<file path="src/sv/rtct_pkg.sv">
// Shared codes and constants for the radio transmit completion tracker.
`timescale 1ns / 1ps
package rtct_pkg;

  localparam int unsigned TIMEOUT_W = 17;

  localparam logic [7:0] MAX_PAYLOAD = 8'd32;
  localparam logic [TIMEOUT_W-1:0] TIMEOUT_RESET = 17'd20000;

  localparam logic [1:0] CMD_PUSH = 2'd0;
  localparam logic [1:0] CMD_POLL = 2'd1;
  localparam logic [1:0] CMD_ACK  = 2'd2;
  localparam logic [1:0] CMD_NOP  = 2'd3;

  localparam logic [1:0] PH_IDLE   = 2'd0;
  localparam logic [1:0] PH_BUSY   = 2'd1;
  localparam logic [1:0] PH_DONE   = 2'd2;
  localparam logic [1:0] PH_FAILED = 2'd3;

  localparam logic [1:0] RC_OK        = 2'd0;
  localparam logic [1:0] RC_BAD_LEN   = 2'd1;
  localparam logic [1:0] RC_FIFO_FULL = 2'd2;

  localparam logic [1:0] DRV_NONE = 2'd0;
  localparam logic [1:0] DRV_LOW  = 2'd1;
  localparam logic [1:0] DRV_HIGH = 2'd2;

  localparam logic [2:0] CLR_NONE   = 3'd0;
  localparam logic [2:0] CLR_MAX_RT = 3'd1;
  localparam logic [2:0] CLR_SENT   = 3'd2;
  localparam logic [2:0] CLR_ALL    = 3'd7;

  typedef struct packed {
    logic [1:0]  cmd;
    logic [31:0] now_us;
    logic [7:0]  frame_len;
    logic        fifo_full;
    logic        fifo_empty;
    logic        flag_max_retry;
    logic        flag_sent;
    logic [3:0]  retry_count;
    logic [3:0]  lost_count;
  } in_beat_t;

endpackage

</file>
<file path="src/sv/radio_tx_completion_tracker_top.sv">
// Radio transmit completion tracker: input register, event logic, result register.
// Two register stages: an accepted input beat is held in the input register, and its result
// beat is loaded into the result register once the result stage is empty or being drained.
// Throughput: one beat per cycle; the input register and the result register each
// advance whenever the stage after them is empty or being drained.
// Reset (rst, synchronous): phase idle, counters and start time zero, lost latch zero,
// timeout limit back to 20000, both stages empty.
`timescale 1ns / 1ps
module radio_tx_completion_tracker_top (
  input  logic        clk,
  input  logic        rst,
  input  logic        cfg_valid,
  output logic        cfg_ready,
  input  logic [rtct_pkg::TIMEOUT_W-1:0] cfg_data,
  input  logic        in_valid,
  output logic        in_ready,
  input  logic [1:0]  cmd,
  input  logic [31:0] now_us,
  input  logic [7:0]  frame_len,
  input  logic        fifo_full,
  input  logic        fifo_empty,
  input  logic        flag_max_retry,
  input  logic        flag_sent,
  input  logic [3:0]  retry_count,
  input  logic [3:0]  lost_count,
  output logic        out_valid,
  input  logic        out_ready,
  output logic [1:0]  tx_status,
  output logic [1:0]  result_code,
  output logic        flush_fifo,
  output logic [1:0]  enable_drive,
  output logic [2:0]  clear_mask,
  output logic [31:0] retransmit_total,
  output logic [31:0] ok_total,
  output logic [31:0] dropped_total,
  output logic [31:0] timeout_total,
  output logic [3:0]  last_lost
);
  import rtct_pkg::*;

  logic [TIMEOUT_W-1:0] timeout_limit;

  logic     in_valid_q;
  in_beat_t in_q;
  logic     out_free;
  logic     in_adv;

  logic [1:0]  phase, phase_next;
  logic [31:0] start_time, start_time_next;
  logic [31:0] retransmits_acc, retransmits_acc_next;
  logic [31:0] ok_acc, ok_acc_next;
  logic [31:0] dropped_acc, dropped_acc_next;
  logic [31:0] timeout_acc, timeout_acc_next;
  logic [3:0]  lost_latch, lost_latch_next;

  logic [1:0]  rc_next;
  logic        flush_next;
  logic [1:0]  drive_next;
  logic [2:0]  clr_next;
  logic [31:0] elapsed;
  logic        timed_out;
  logic        bad_len;

  assign cfg_ready = 1'b1;
  assign out_free  = !out_valid || out_ready;
  assign in_adv    = in_valid_q && out_free;
  assign in_ready  = !in_valid_q || out_free;

  always_ff @(posedge clk) begin
    if (rst) begin
      timeout_limit <= TIMEOUT_RESET;
    end else if (cfg_valid && cfg_ready) begin
      timeout_limit <= cfg_data;
    end
  end

  // input register
  always_ff @(posedge clk) begin
    if (rst) begin
      in_valid_q <= 1'b0;
    end else if (in_ready) begin
      in_valid_q <= in_valid;
    end
  end

  always_ff @(posedge clk) begin
    if (in_valid && in_ready) begin
      in_q <= '{cmd: cmd, now_us: now_us, frame_len: frame_len,
                fifo_full: fifo_full, fifo_empty: fifo_empty,
                flag_max_retry: flag_max_retry, flag_sent: flag_sent,
                retry_count: retry_count, lost_count: lost_count};
    end
  end

  assign elapsed   = in_q.now_us - start_time;
  assign timed_out = elapsed > {{(32-TIMEOUT_W){1'b0}}, timeout_limit};
  assign bad_len   = (in_q.frame_len == 8'd0) || (in_q.frame_len > MAX_PAYLOAD);

  always_comb begin
    phase_next           = phase;
    start_time_next      = start_time;
    retransmits_acc_next = retransmits_acc;
    ok_acc_next          = ok_acc;
    dropped_acc_next     = dropped_acc;
    timeout_acc_next     = timeout_acc;
    lost_latch_next      = lost_latch;
    rc_next              = RC_OK;
    flush_next           = 1'b0;
    drive_next           = DRV_NONE;
    clr_next             = CLR_NONE;
    unique case (in_q.cmd)
      CMD_PUSH: begin
        priority if (bad_len) begin
          rc_next = RC_BAD_LEN;
        end else if (in_q.fifo_full) begin
          rc_next = RC_FIFO_FULL;
        end else begin
          drive_next = DRV_HIGH;
          if (phase != PH_BUSY) begin
            start_time_next = in_q.now_us;
          end
          phase_next = PH_BUSY;
        end
      end
      CMD_POLL: begin
        if (phase == PH_BUSY) begin
          priority if (in_q.flag_max_retry) begin
            retransmits_acc_next = retransmits_acc + {28'd0, in_q.retry_count};
            lost_latch_next      = in_q.lost_count;
            dropped_acc_next     = dropped_acc + 32'd1;
            clr_next             = CLR_MAX_RT;
            flush_next           = 1'b1;
            drive_next           = DRV_LOW;
            phase_next           = PH_FAILED;
          end else if (in_q.flag_sent) begin
            retransmits_acc_next = retransmits_acc + {28'd0, in_q.retry_count};
            ok_acc_next          = ok_acc + 32'd1;
            clr_next             = CLR_SENT;
            if (in_q.fifo_empty) begin
              drive_next = DRV_LOW;
              phase_next = PH_DONE;
            end else begin
              start_time_next = in_q.now_us;
            end
          end else if (timed_out) begin
            timeout_acc_next = timeout_acc + 32'd1;
            flush_next       = 1'b1;
            drive_next       = DRV_LOW;
            clr_next         = CLR_ALL;
            phase_next       = PH_FAILED;
          end
        end
      end
      CMD_ACK: begin
        phase_next = PH_IDLE;
      end
      CMD_NOP: begin
      end
      default: begin
      end
    endcase
  end

  // tracker state
  always_ff @(posedge clk) begin
    if (rst) begin
      phase           <= PH_IDLE;
      start_time      <= 32'd0;
      retransmits_acc <= 32'd0;
      ok_acc          <= 32'd0;
      dropped_acc     <= 32'd0;
      timeout_acc     <= 32'd0;
      lost_latch      <= 4'd0;
    end else if (in_adv) begin
      phase           <= phase_next;
      start_time      <= start_time_next;
      retransmits_acc <= retransmits_acc_next;
      ok_acc          <= ok_acc_next;
      dropped_acc     <= dropped_acc_next;
      timeout_acc     <= timeout_acc_next;
      lost_latch      <= lost_latch_next;
    end
  end

  // result register
  always_ff @(posedge clk) begin
    if (rst) begin
      out_valid <= 1'b0;
    end else if (in_adv) begin
      out_valid <= 1'b1;
    end else if (out_ready) begin
      out_valid <= 1'b0;
    end
  end

  always_ff @(posedge clk) begin
    if (in_adv) begin
      tx_status        <= phase_next;
      result_code      <= rc_next;
      flush_fifo       <= flush_next;
      enable_drive     <= drive_next;
      clear_mask       <= clr_next;
      retransmit_total <= retransmits_acc_next;
      ok_total         <= ok_acc_next;
      dropped_total    <= dropped_acc_next;
      timeout_total    <= timeout_acc_next;
      last_lost        <= lost_latch_next;
    end
  end

  a_in_hold: assert property (@(posedge clk) disable iff (rst)
    in_valid_q && !out_free |=> in_valid_q)
    else $error("input beat dropped while result stage stalled");

  a_flush_fail: assert property (@(posedge clk) disable iff (rst)
    out_valid && flush_fifo |-> tx_status == PH_FAILED)
    else $error("flush without failure");

  a_push_err: assert property (@(posedge clk) disable iff (rst)
    out_valid && result_code != RC_OK |-> enable_drive == DRV_NONE && clear_mask == CLR_NONE)
    else $error("rejected push drove outputs");

  a_high_busy: assert property (@(posedge clk) disable iff (rst)
    out_valid && enable_drive == DRV_HIGH |-> tx_status == PH_BUSY)
    else $error("enable high while not busy");

endmodule

</file>
<file path="config.mk">
export PLATFORM = sky130hd
export DESIGN_NAME = radio_tx_completion_tracker_top
export DESIGN_NICKNAME = d
export VERILOG_FILES = /design/src/sv/rtct_pkg.sv /design/src/sv/radio_tx_completion_tracker_top.sv
export SDC_FILE = /design/constraint.sdc
export NUM_CORES = 1
export LEC_CHECK = 0
export BUFFER_PORTS_ARGS = -buffer_cell sky130_fd_sc_hd__buf_4
export CAP_MARGIN = 40
export CORE_AREA = 2 2 206 208
export DETAILED_ROUTE_END_ITERATION = 12
export DIE_AREA = 0 0 208 210
export PLACE_DENSITY_LB_ADDON = 0.1
export SYNTH_ARGS = -nofsm -noshare
export SYNTH_HDL_FRONTEND = slang
export SYNTH_SLANG_ARGS = --single-unit
</file>
<file path="constraint.sdc">
create_clock -name clk -period 7.6 [get_ports clk]
set_input_delay 0.76 -clock clk [delete_from_list [all_inputs] [get_ports clk]]
set_output_delay 0.76 -clock clk [all_outputs]
set_load 0.05 [all_outputs]
</file>
* Yosys cells after proc, flatten, opt, wreduce, memory -nomap -nowiden
Index checks and enable logic that the tools add are counted.
** Storage, ports and cells
- Register bits :: 381
- Bits in latches :: 0
- Memory bits (writable) :: 0
- Memory bits (read-only) :: 0
- Input port bits :: 76
- Output and inout port bits :: 145
- Memories kept :: 0
** Cells by class
- $add $sub $neg :: 5
- $mul :: 0
- Div/mod/pow operators :: 0
- $lt $le $gt $ge :: 2
- Equal/unequal tests :: 11
- Shifts and indexed selects :: 0
- Muxes and demuxes :: 53
- Bitwise operators :: 3
- Reduce and logical (&&, ||, !) cells :: 16
** Operators with widths (count)
- $mux 32 :: 23
- $add 32x1->32 const B :: 3
- $pmux 32 s2 :: 1
- $add 32x4->32 :: 1
- $gt 32x17->1 :: 1
- $sub 32x32->32 :: 1
- $mux 2 :: 14
- $ne 2x2->1 const B :: 7
- $mux 4 :: 3
- $mux 1 :: 9
- $reduce_and 9->1 :: 1
- $gt 8x6->1 const B :: 1
- $logic_not 8->1 :: 1
- $pmux 2 s3 :: 1
- $eq 2x1->1 const B :: 2
- $pmux 2 s2 :: 1
- $reduce_bool 2->1 :: 2
- $reduce_or 4->1 :: 1
- $logic_or 1x1->1 :: 3
- $mux 3 :: 1
- $not 1->1 :: 3
- $reduce_or 3->1 :: 1
- $eq 2x2->1 const B :: 1
- $logic_and 1x1->1 :: 2
- 5 further kinds :: 6

* Longest topological paths before layout
- Depth after elaboration :: 7
- Gate-level depth with buffers :: 24
- Mapped depth without buffers :: 21

* Least setup slack after synthesis
No wires, ideal clock.
- Kind :: input to register
- Start :: input out_ready
- End :: register clear_mask[1] (enable)
- Library setup time :: 559 ps
- Data arrival time :: 5532 ps
- Path slack :: 1508 ps
- Stages :: 6
- Buffers on the path :: 3
- Cells stage by stage :: nor2b_1 > nand2b_1 > clkbuf_1 > inv_2 > clkbuf_1 > buf_1
** Between the ends
- Word-level cells in the longest chain between the ends :: 2
** RTL lines
- start, declared :: RTL line radio_tx_completion_tracker_top.sv:27 : input logic out_ready,
- $logic_or 1x1->1 :: RTL line radio_tx_completion_tracker_top.sv:65 : assign out_free = !out_valid || out_ready;
- $logic_and 1x1->1 :: RTL line radio_tx_completion_tracker_top.sv:66 : assign in_adv = in_valid_q && out_free;
- named net in_adv :: RTL line radio_tx_completion_tracker_top.sv:46 : logic in_adv;
- end signal, assigned :: RTL line radio_tx_completion_tracker_top.sv:202 : clear_mask <= clr_next;
- end, declared :: RTL line radio_tx_completion_tracker_top.sv:32 : output logic [2:0] clear_mask,
The timed path passes the listed nets, and every way through them passes these cells.
A chain may end at the register's enable or synchronous reset.

* Final worst setup path
- Start :: register in_q[20] (netlist bit)
- End :: register timeout_total[26], data pin
** Between the ends
- Word-level cells in the longest chain between the ends :: 7
** RTL lines
- start, declared :: RTL line radio_tx_completion_tracker_top.sv:44 : in_beat_t in_q;
- start signal, assigned :: RTL line radio_tx_completion_tracker_top.sv:88 : in_q <= '{cmd: cmd, now_us: now_us, frame_len: frame_len,
- $sub 32x32->32 :: RTL line radio_tx_completion_tracker_top.sv:95 : assign elapsed = in_q.now_us - start_time;
- $gt 32x17->1 :: RTL line radio_tx_completion_tracker_top.sv:96 : assign timed_out = elapsed > {{(32-TIMEOUT_W){1'b0}}, timeout_limit};
- $mux 32 :: RTL line radio_tx_completion_tracker_top.sv:145 : end else if (timed_out) begin
- $mux 32 :: RTL line radio_tx_completion_tracker_top.sv:135 : end else if (in_q.flag_sent) begin
- $mux 32 :: RTL line radio_tx_completion_tracker_top.sv:127 : priority if (in_q.flag_max_retry) begin
- $mux 32 :: RTL line radio_tx_completion_tracker_top.sv:126 : if (phase == PH_BUSY) begin
- $mux 32 :: RTL line radio_tx_completion_tracker_top.sv:111 : unique case (in_q.cmd)
- named net timeout_acc_next[26] :: RTL line radio_tx_completion_tracker_top.sv:53 : logic [31:0] timeout_acc, timeout_acc_next;
- end signal, assigned :: RTL line radio_tx_completion_tracker_top.sv:206 : timeout_total <= timeout_acc_next;
- end, declared :: RTL line radio_tx_completion_tracker_top.sv:36 : output logic [31:0] timeout_total,
The timed path passes the listed nets, and every way through them passes these cells.

==> metrics.md <==
| Metric | Value |
|---|---|
| Status | completed |
| Sequential share of the synthesized area | roughly 52% |
| Fin. Hold Viols | 0 |
| Post-synth top flop | edfxtp_1 |
| Period utilisation layout | a little over four fifths |
| Hold-critical path depth | 1 |
| Die area | about 44,000 µm² |
| First DRT Iteration DRCs | roughly 630 |
| Total nets after synthesis | between 1,500 and 2,000 |
| Critical path's largest stage delay | between 0.6 and 0.7 ns |
| Crit-path cells | inv_1, ha_1, fa_1, nor2b_1, o2111ai_1, a21boi_0, o21a_1, nor2_1, xnor2_1, ha_1, nand4_1, nor4_1, a21oi_1, a2111o_1, or4_1, or4_1, nor3_4, buf_4, nor4_1, xor2_1 |
| Critical Path AT | slightly below 7 ns |
| GP Congestion | 0.8705 |
| Drt first pass iters | 7 |
| Synth Area per Inst | 10.01 µm² |
| Distinct cells, synth | approximately 70 |
| Max-cap violations | 0 |
| First-pass GRT wire length | around 70,000 µm |
| Initial antenna violation count | 0 |
| Synth Register Bits | between 300 and 400 |
| Tmin final | between 6 and 7 ns |
| Ant diodes | 0 |
| Final Skew | 0.01769 ns |
| Final ANT Viol Nets | 0 |
| Final hold slack | between 0.3 and 0.4 ns |
| Final Core Density | 52.71% |
| Sink Count | between 300 and 400 |
| Core outline area | just over 40,000 µm² |
| Final worst slack | 1.149 ns |
| Root Driver | clkbuf_16 |
| FMAX | roughly 0.16 GHz |
| Final HPWL DP | between 30,000 and 40,000 µm |
| Worst Path Required | slightly below 8 ns |
| Largest net degree at the start of global routing | about 130 |
| Type of origin of the critical path | flip-flop |
| Unrepaired setup endpoints after global routing | false |
| Fillers | ~3,700 |
| Hold buffer count at cts | 0 |
| Critical Path Fanout Max | 26 |
| Worst setup EP type | flip-flop |
| Setup WS pre-CTS | between 1 and 1.5 ns |
| Port buffer count | roughly 220 |
| Power Dens Cells | ~210 nW/µm² |
| Postcts setup bufs | 0 |
| Number of synthesized flops with an enable pin | ~200 |
| Slew HR | roughly two fifths |
| Clock slew at reported path FFs | ~0.060 ns |
| Async set-or-reset flop fraction in the synthesized netlist | 0% |
| Worst-Margin Slew | 0.8804 ns |
| WL final | 43,800 µm |
| Setup-failing EPs final | 0 |
| Cell with the most instances after synthesis | nor2_1 |
| Detailed-route via count | ~14,000 |
| Vias in the first global route | between 10,000 and 15,000 |
| DIE WIDTH | ~210 µm |
| Grt ovf | 0 |
| Main area contributors after synthesis | edfxtp_1, dfxtp_1, xor2_1, xnor2_1, nor2_1 |
| Final #Nets | around 2,200 |
| I/O pin total | 221 |
| P_leak | roughly 0.0082 µW |
| Remaining DRCs | 0 |
| VDD IR max | 155.5 µV |
| H-tree Lvls | 2 |
| Synth-to-Final Area Change | 18.01% |
| Yosys top cell area share | between 30% and 40% |
| Initial Util | between 40% and 50% |
| Commonest cells post-synth | nor2_1, edfxtp_1, dfxtp_1 |
| Synthesized area | about 19,000 µm² |
| Clk buf depth | 3 |
| Post-Route Setup TNS | 0 ns |
| Cts bufs inserted | between 40 and 50 |
| # resized after CTS | 0 |
| Layout cells sized above 1 | between 10% and 20% |
| Crit Path Class | flip-flop to flip-flop |
| Warnings from Yosys | 0 |
| CTS tree | yes |
| Min-delay worst type | primary input to flip-flop |
| R2R cell count | 20 |
| Die Height | around 210 µm |
| Crit path max-delay cell type | or4_1 |
| Mapped Cells | ~1,900 |
| WL per Instance | around 17 µm |
| Max-slew violation count | 0 |
| Vias per cell | roughly 5.3 |
| # rows | 75 |
| Worst-Skew Late Latency | about 0.57 ns |
| GRT Total Usage | between 10% and 20% |
| Largest area contributor in the netlist | edfxtp_1 |
## cells in the final DEF (no fill, tap or decap), types with 27 or more instances in the layout
cell       Yosys  routed
o21ai_0       54      54
edfxtp_1     195     195
xnor2_1       93      93
buf_4          6     227
or3_1         28      28
mux2i_1       48      48
nand4_1       50      50
a21oi_1      101     101
clkbuf_16      0      43
dfxtp_1      185     185
nor4_1        27      27
ha_1          55      55
inv_1         79      79
nand3_1       58      58
xor2_1       123     123
nand2_1      170     170
and3_1        32      32
nor3_1        42      41
nor2_1       205     205
## registers in the layout, summed over array words and instances, names as in the netlist
signal / count
in_q: 54
dropped_acc: 32
dropped_total: 32
ok_acc: 32
ok_total: 32
retransmit_total: 32
retransmits_acc: 32
start_time: 32
timeout_acc: 32
timeout_total: 32
timeout_limit: 17
last_lost: 4
lost_latch: 4
clear_mask: 2
enable_drive: 2
phase: 2
result_code: 2
tx_status: 2
flush_fifo: 1
in_valid_q: 1
out_valid: 1
## layout make-up
class | instances | area (µm²) | area share (%)
sequential | 380 | 9559 | 43.73
multi-input combinational | 1296 | 8274 | 37.85
timing repair buffer | 229 | 1727 | 7.898
clock buffer | 61 | 1194 | 5.460
tap | 539 | 674.4 | 3.085
inverter | 80 | 307.8 | 1.408
clock inverter | 16 | 125.1 | 0.5723
## worst paths after layout
path	from	end	slack (ns)
setup / recovery	in_q[20]$_DFFE_PP_	timeout_total[26]$_DFFE_PP_	1.15
hold / removal	now_us[15]	in_q[35]$_DFFE_PP_	0.36
setup reg to reg	in_q[20]$_DFFE_PP_	timeout_total[26]$_DFFE_PP_	1.15
hold reg to reg	lost_latch[1]$_SDFFE_PP0P_	lost_latch[1]$_SDFFE_PP0P_	0.46
## per-stage QoR
step	power (µW)	area, µm²	cells
after CTS	4722	21860	2601
after floorplan	2594	18530	1851
after global placement	2744	20530	2523
after detailed placement	2748	20540	2524
after global routing	4827	21860	2601
final	4654	21860	2601
## worst max-delay path: cells and delay by family (launching register included)
| family | cells | cell delay [ns] |
|---|---|---|
| buffers and inverters | 2 | 0.42 |
| AND/OR/NAND/NOR | 8 | 2.78 |
| AO/OA/AOI/OAI | 5 | 1.32 |
| flip-flops | 1 | 0.36 |
| XOR/XNOR | 2 | 0.34 |
| adder cells (fa/ha/maj) | 3 | 0.93 |
## logic make-up after synthesis
logic type               share of synthesized area [%]
AO/OA/AOI/OAI                                    8.760
XOR/XNOR                                         10.21
adder cells (fa/ha/maj)                          3.931
buffers and inverters                            3.782
flip-flops                                       51.60
multiplexers                                     3.505
other                                          0.02024
AND/OR/NAND/NOR                                  18.19
## metal layers
metal / vias up / track usage, % / wire [µm] / share of wire, %
met2: 293 / 32.59 / 20690 / 47
met1: 6570 / 26.33 / 20100 / 46
li1: 6886 / - / - / -
met3: 73 / 3.010 / 1746 / 4.0
met5: - / 0 / 0 / 0
met4: 0 / 7.581 / 1268 / 2.9
## report_power, final
| part | switching (µW) | total [µW] | internal (µW) | leakage, µW |
|---|---|---|---|---|
| Clock | 822 | 1950 | 1130 | 0.000648 |
| Combinational | 313 | 456 | 143 | 0.00430 |
| Sequential | 30.4 | 2250 | 2220 | 0.00329 |
| Total | 1170 | 4650 | 3490 | 0.00823 |
(Power assumes the default switching activity.)
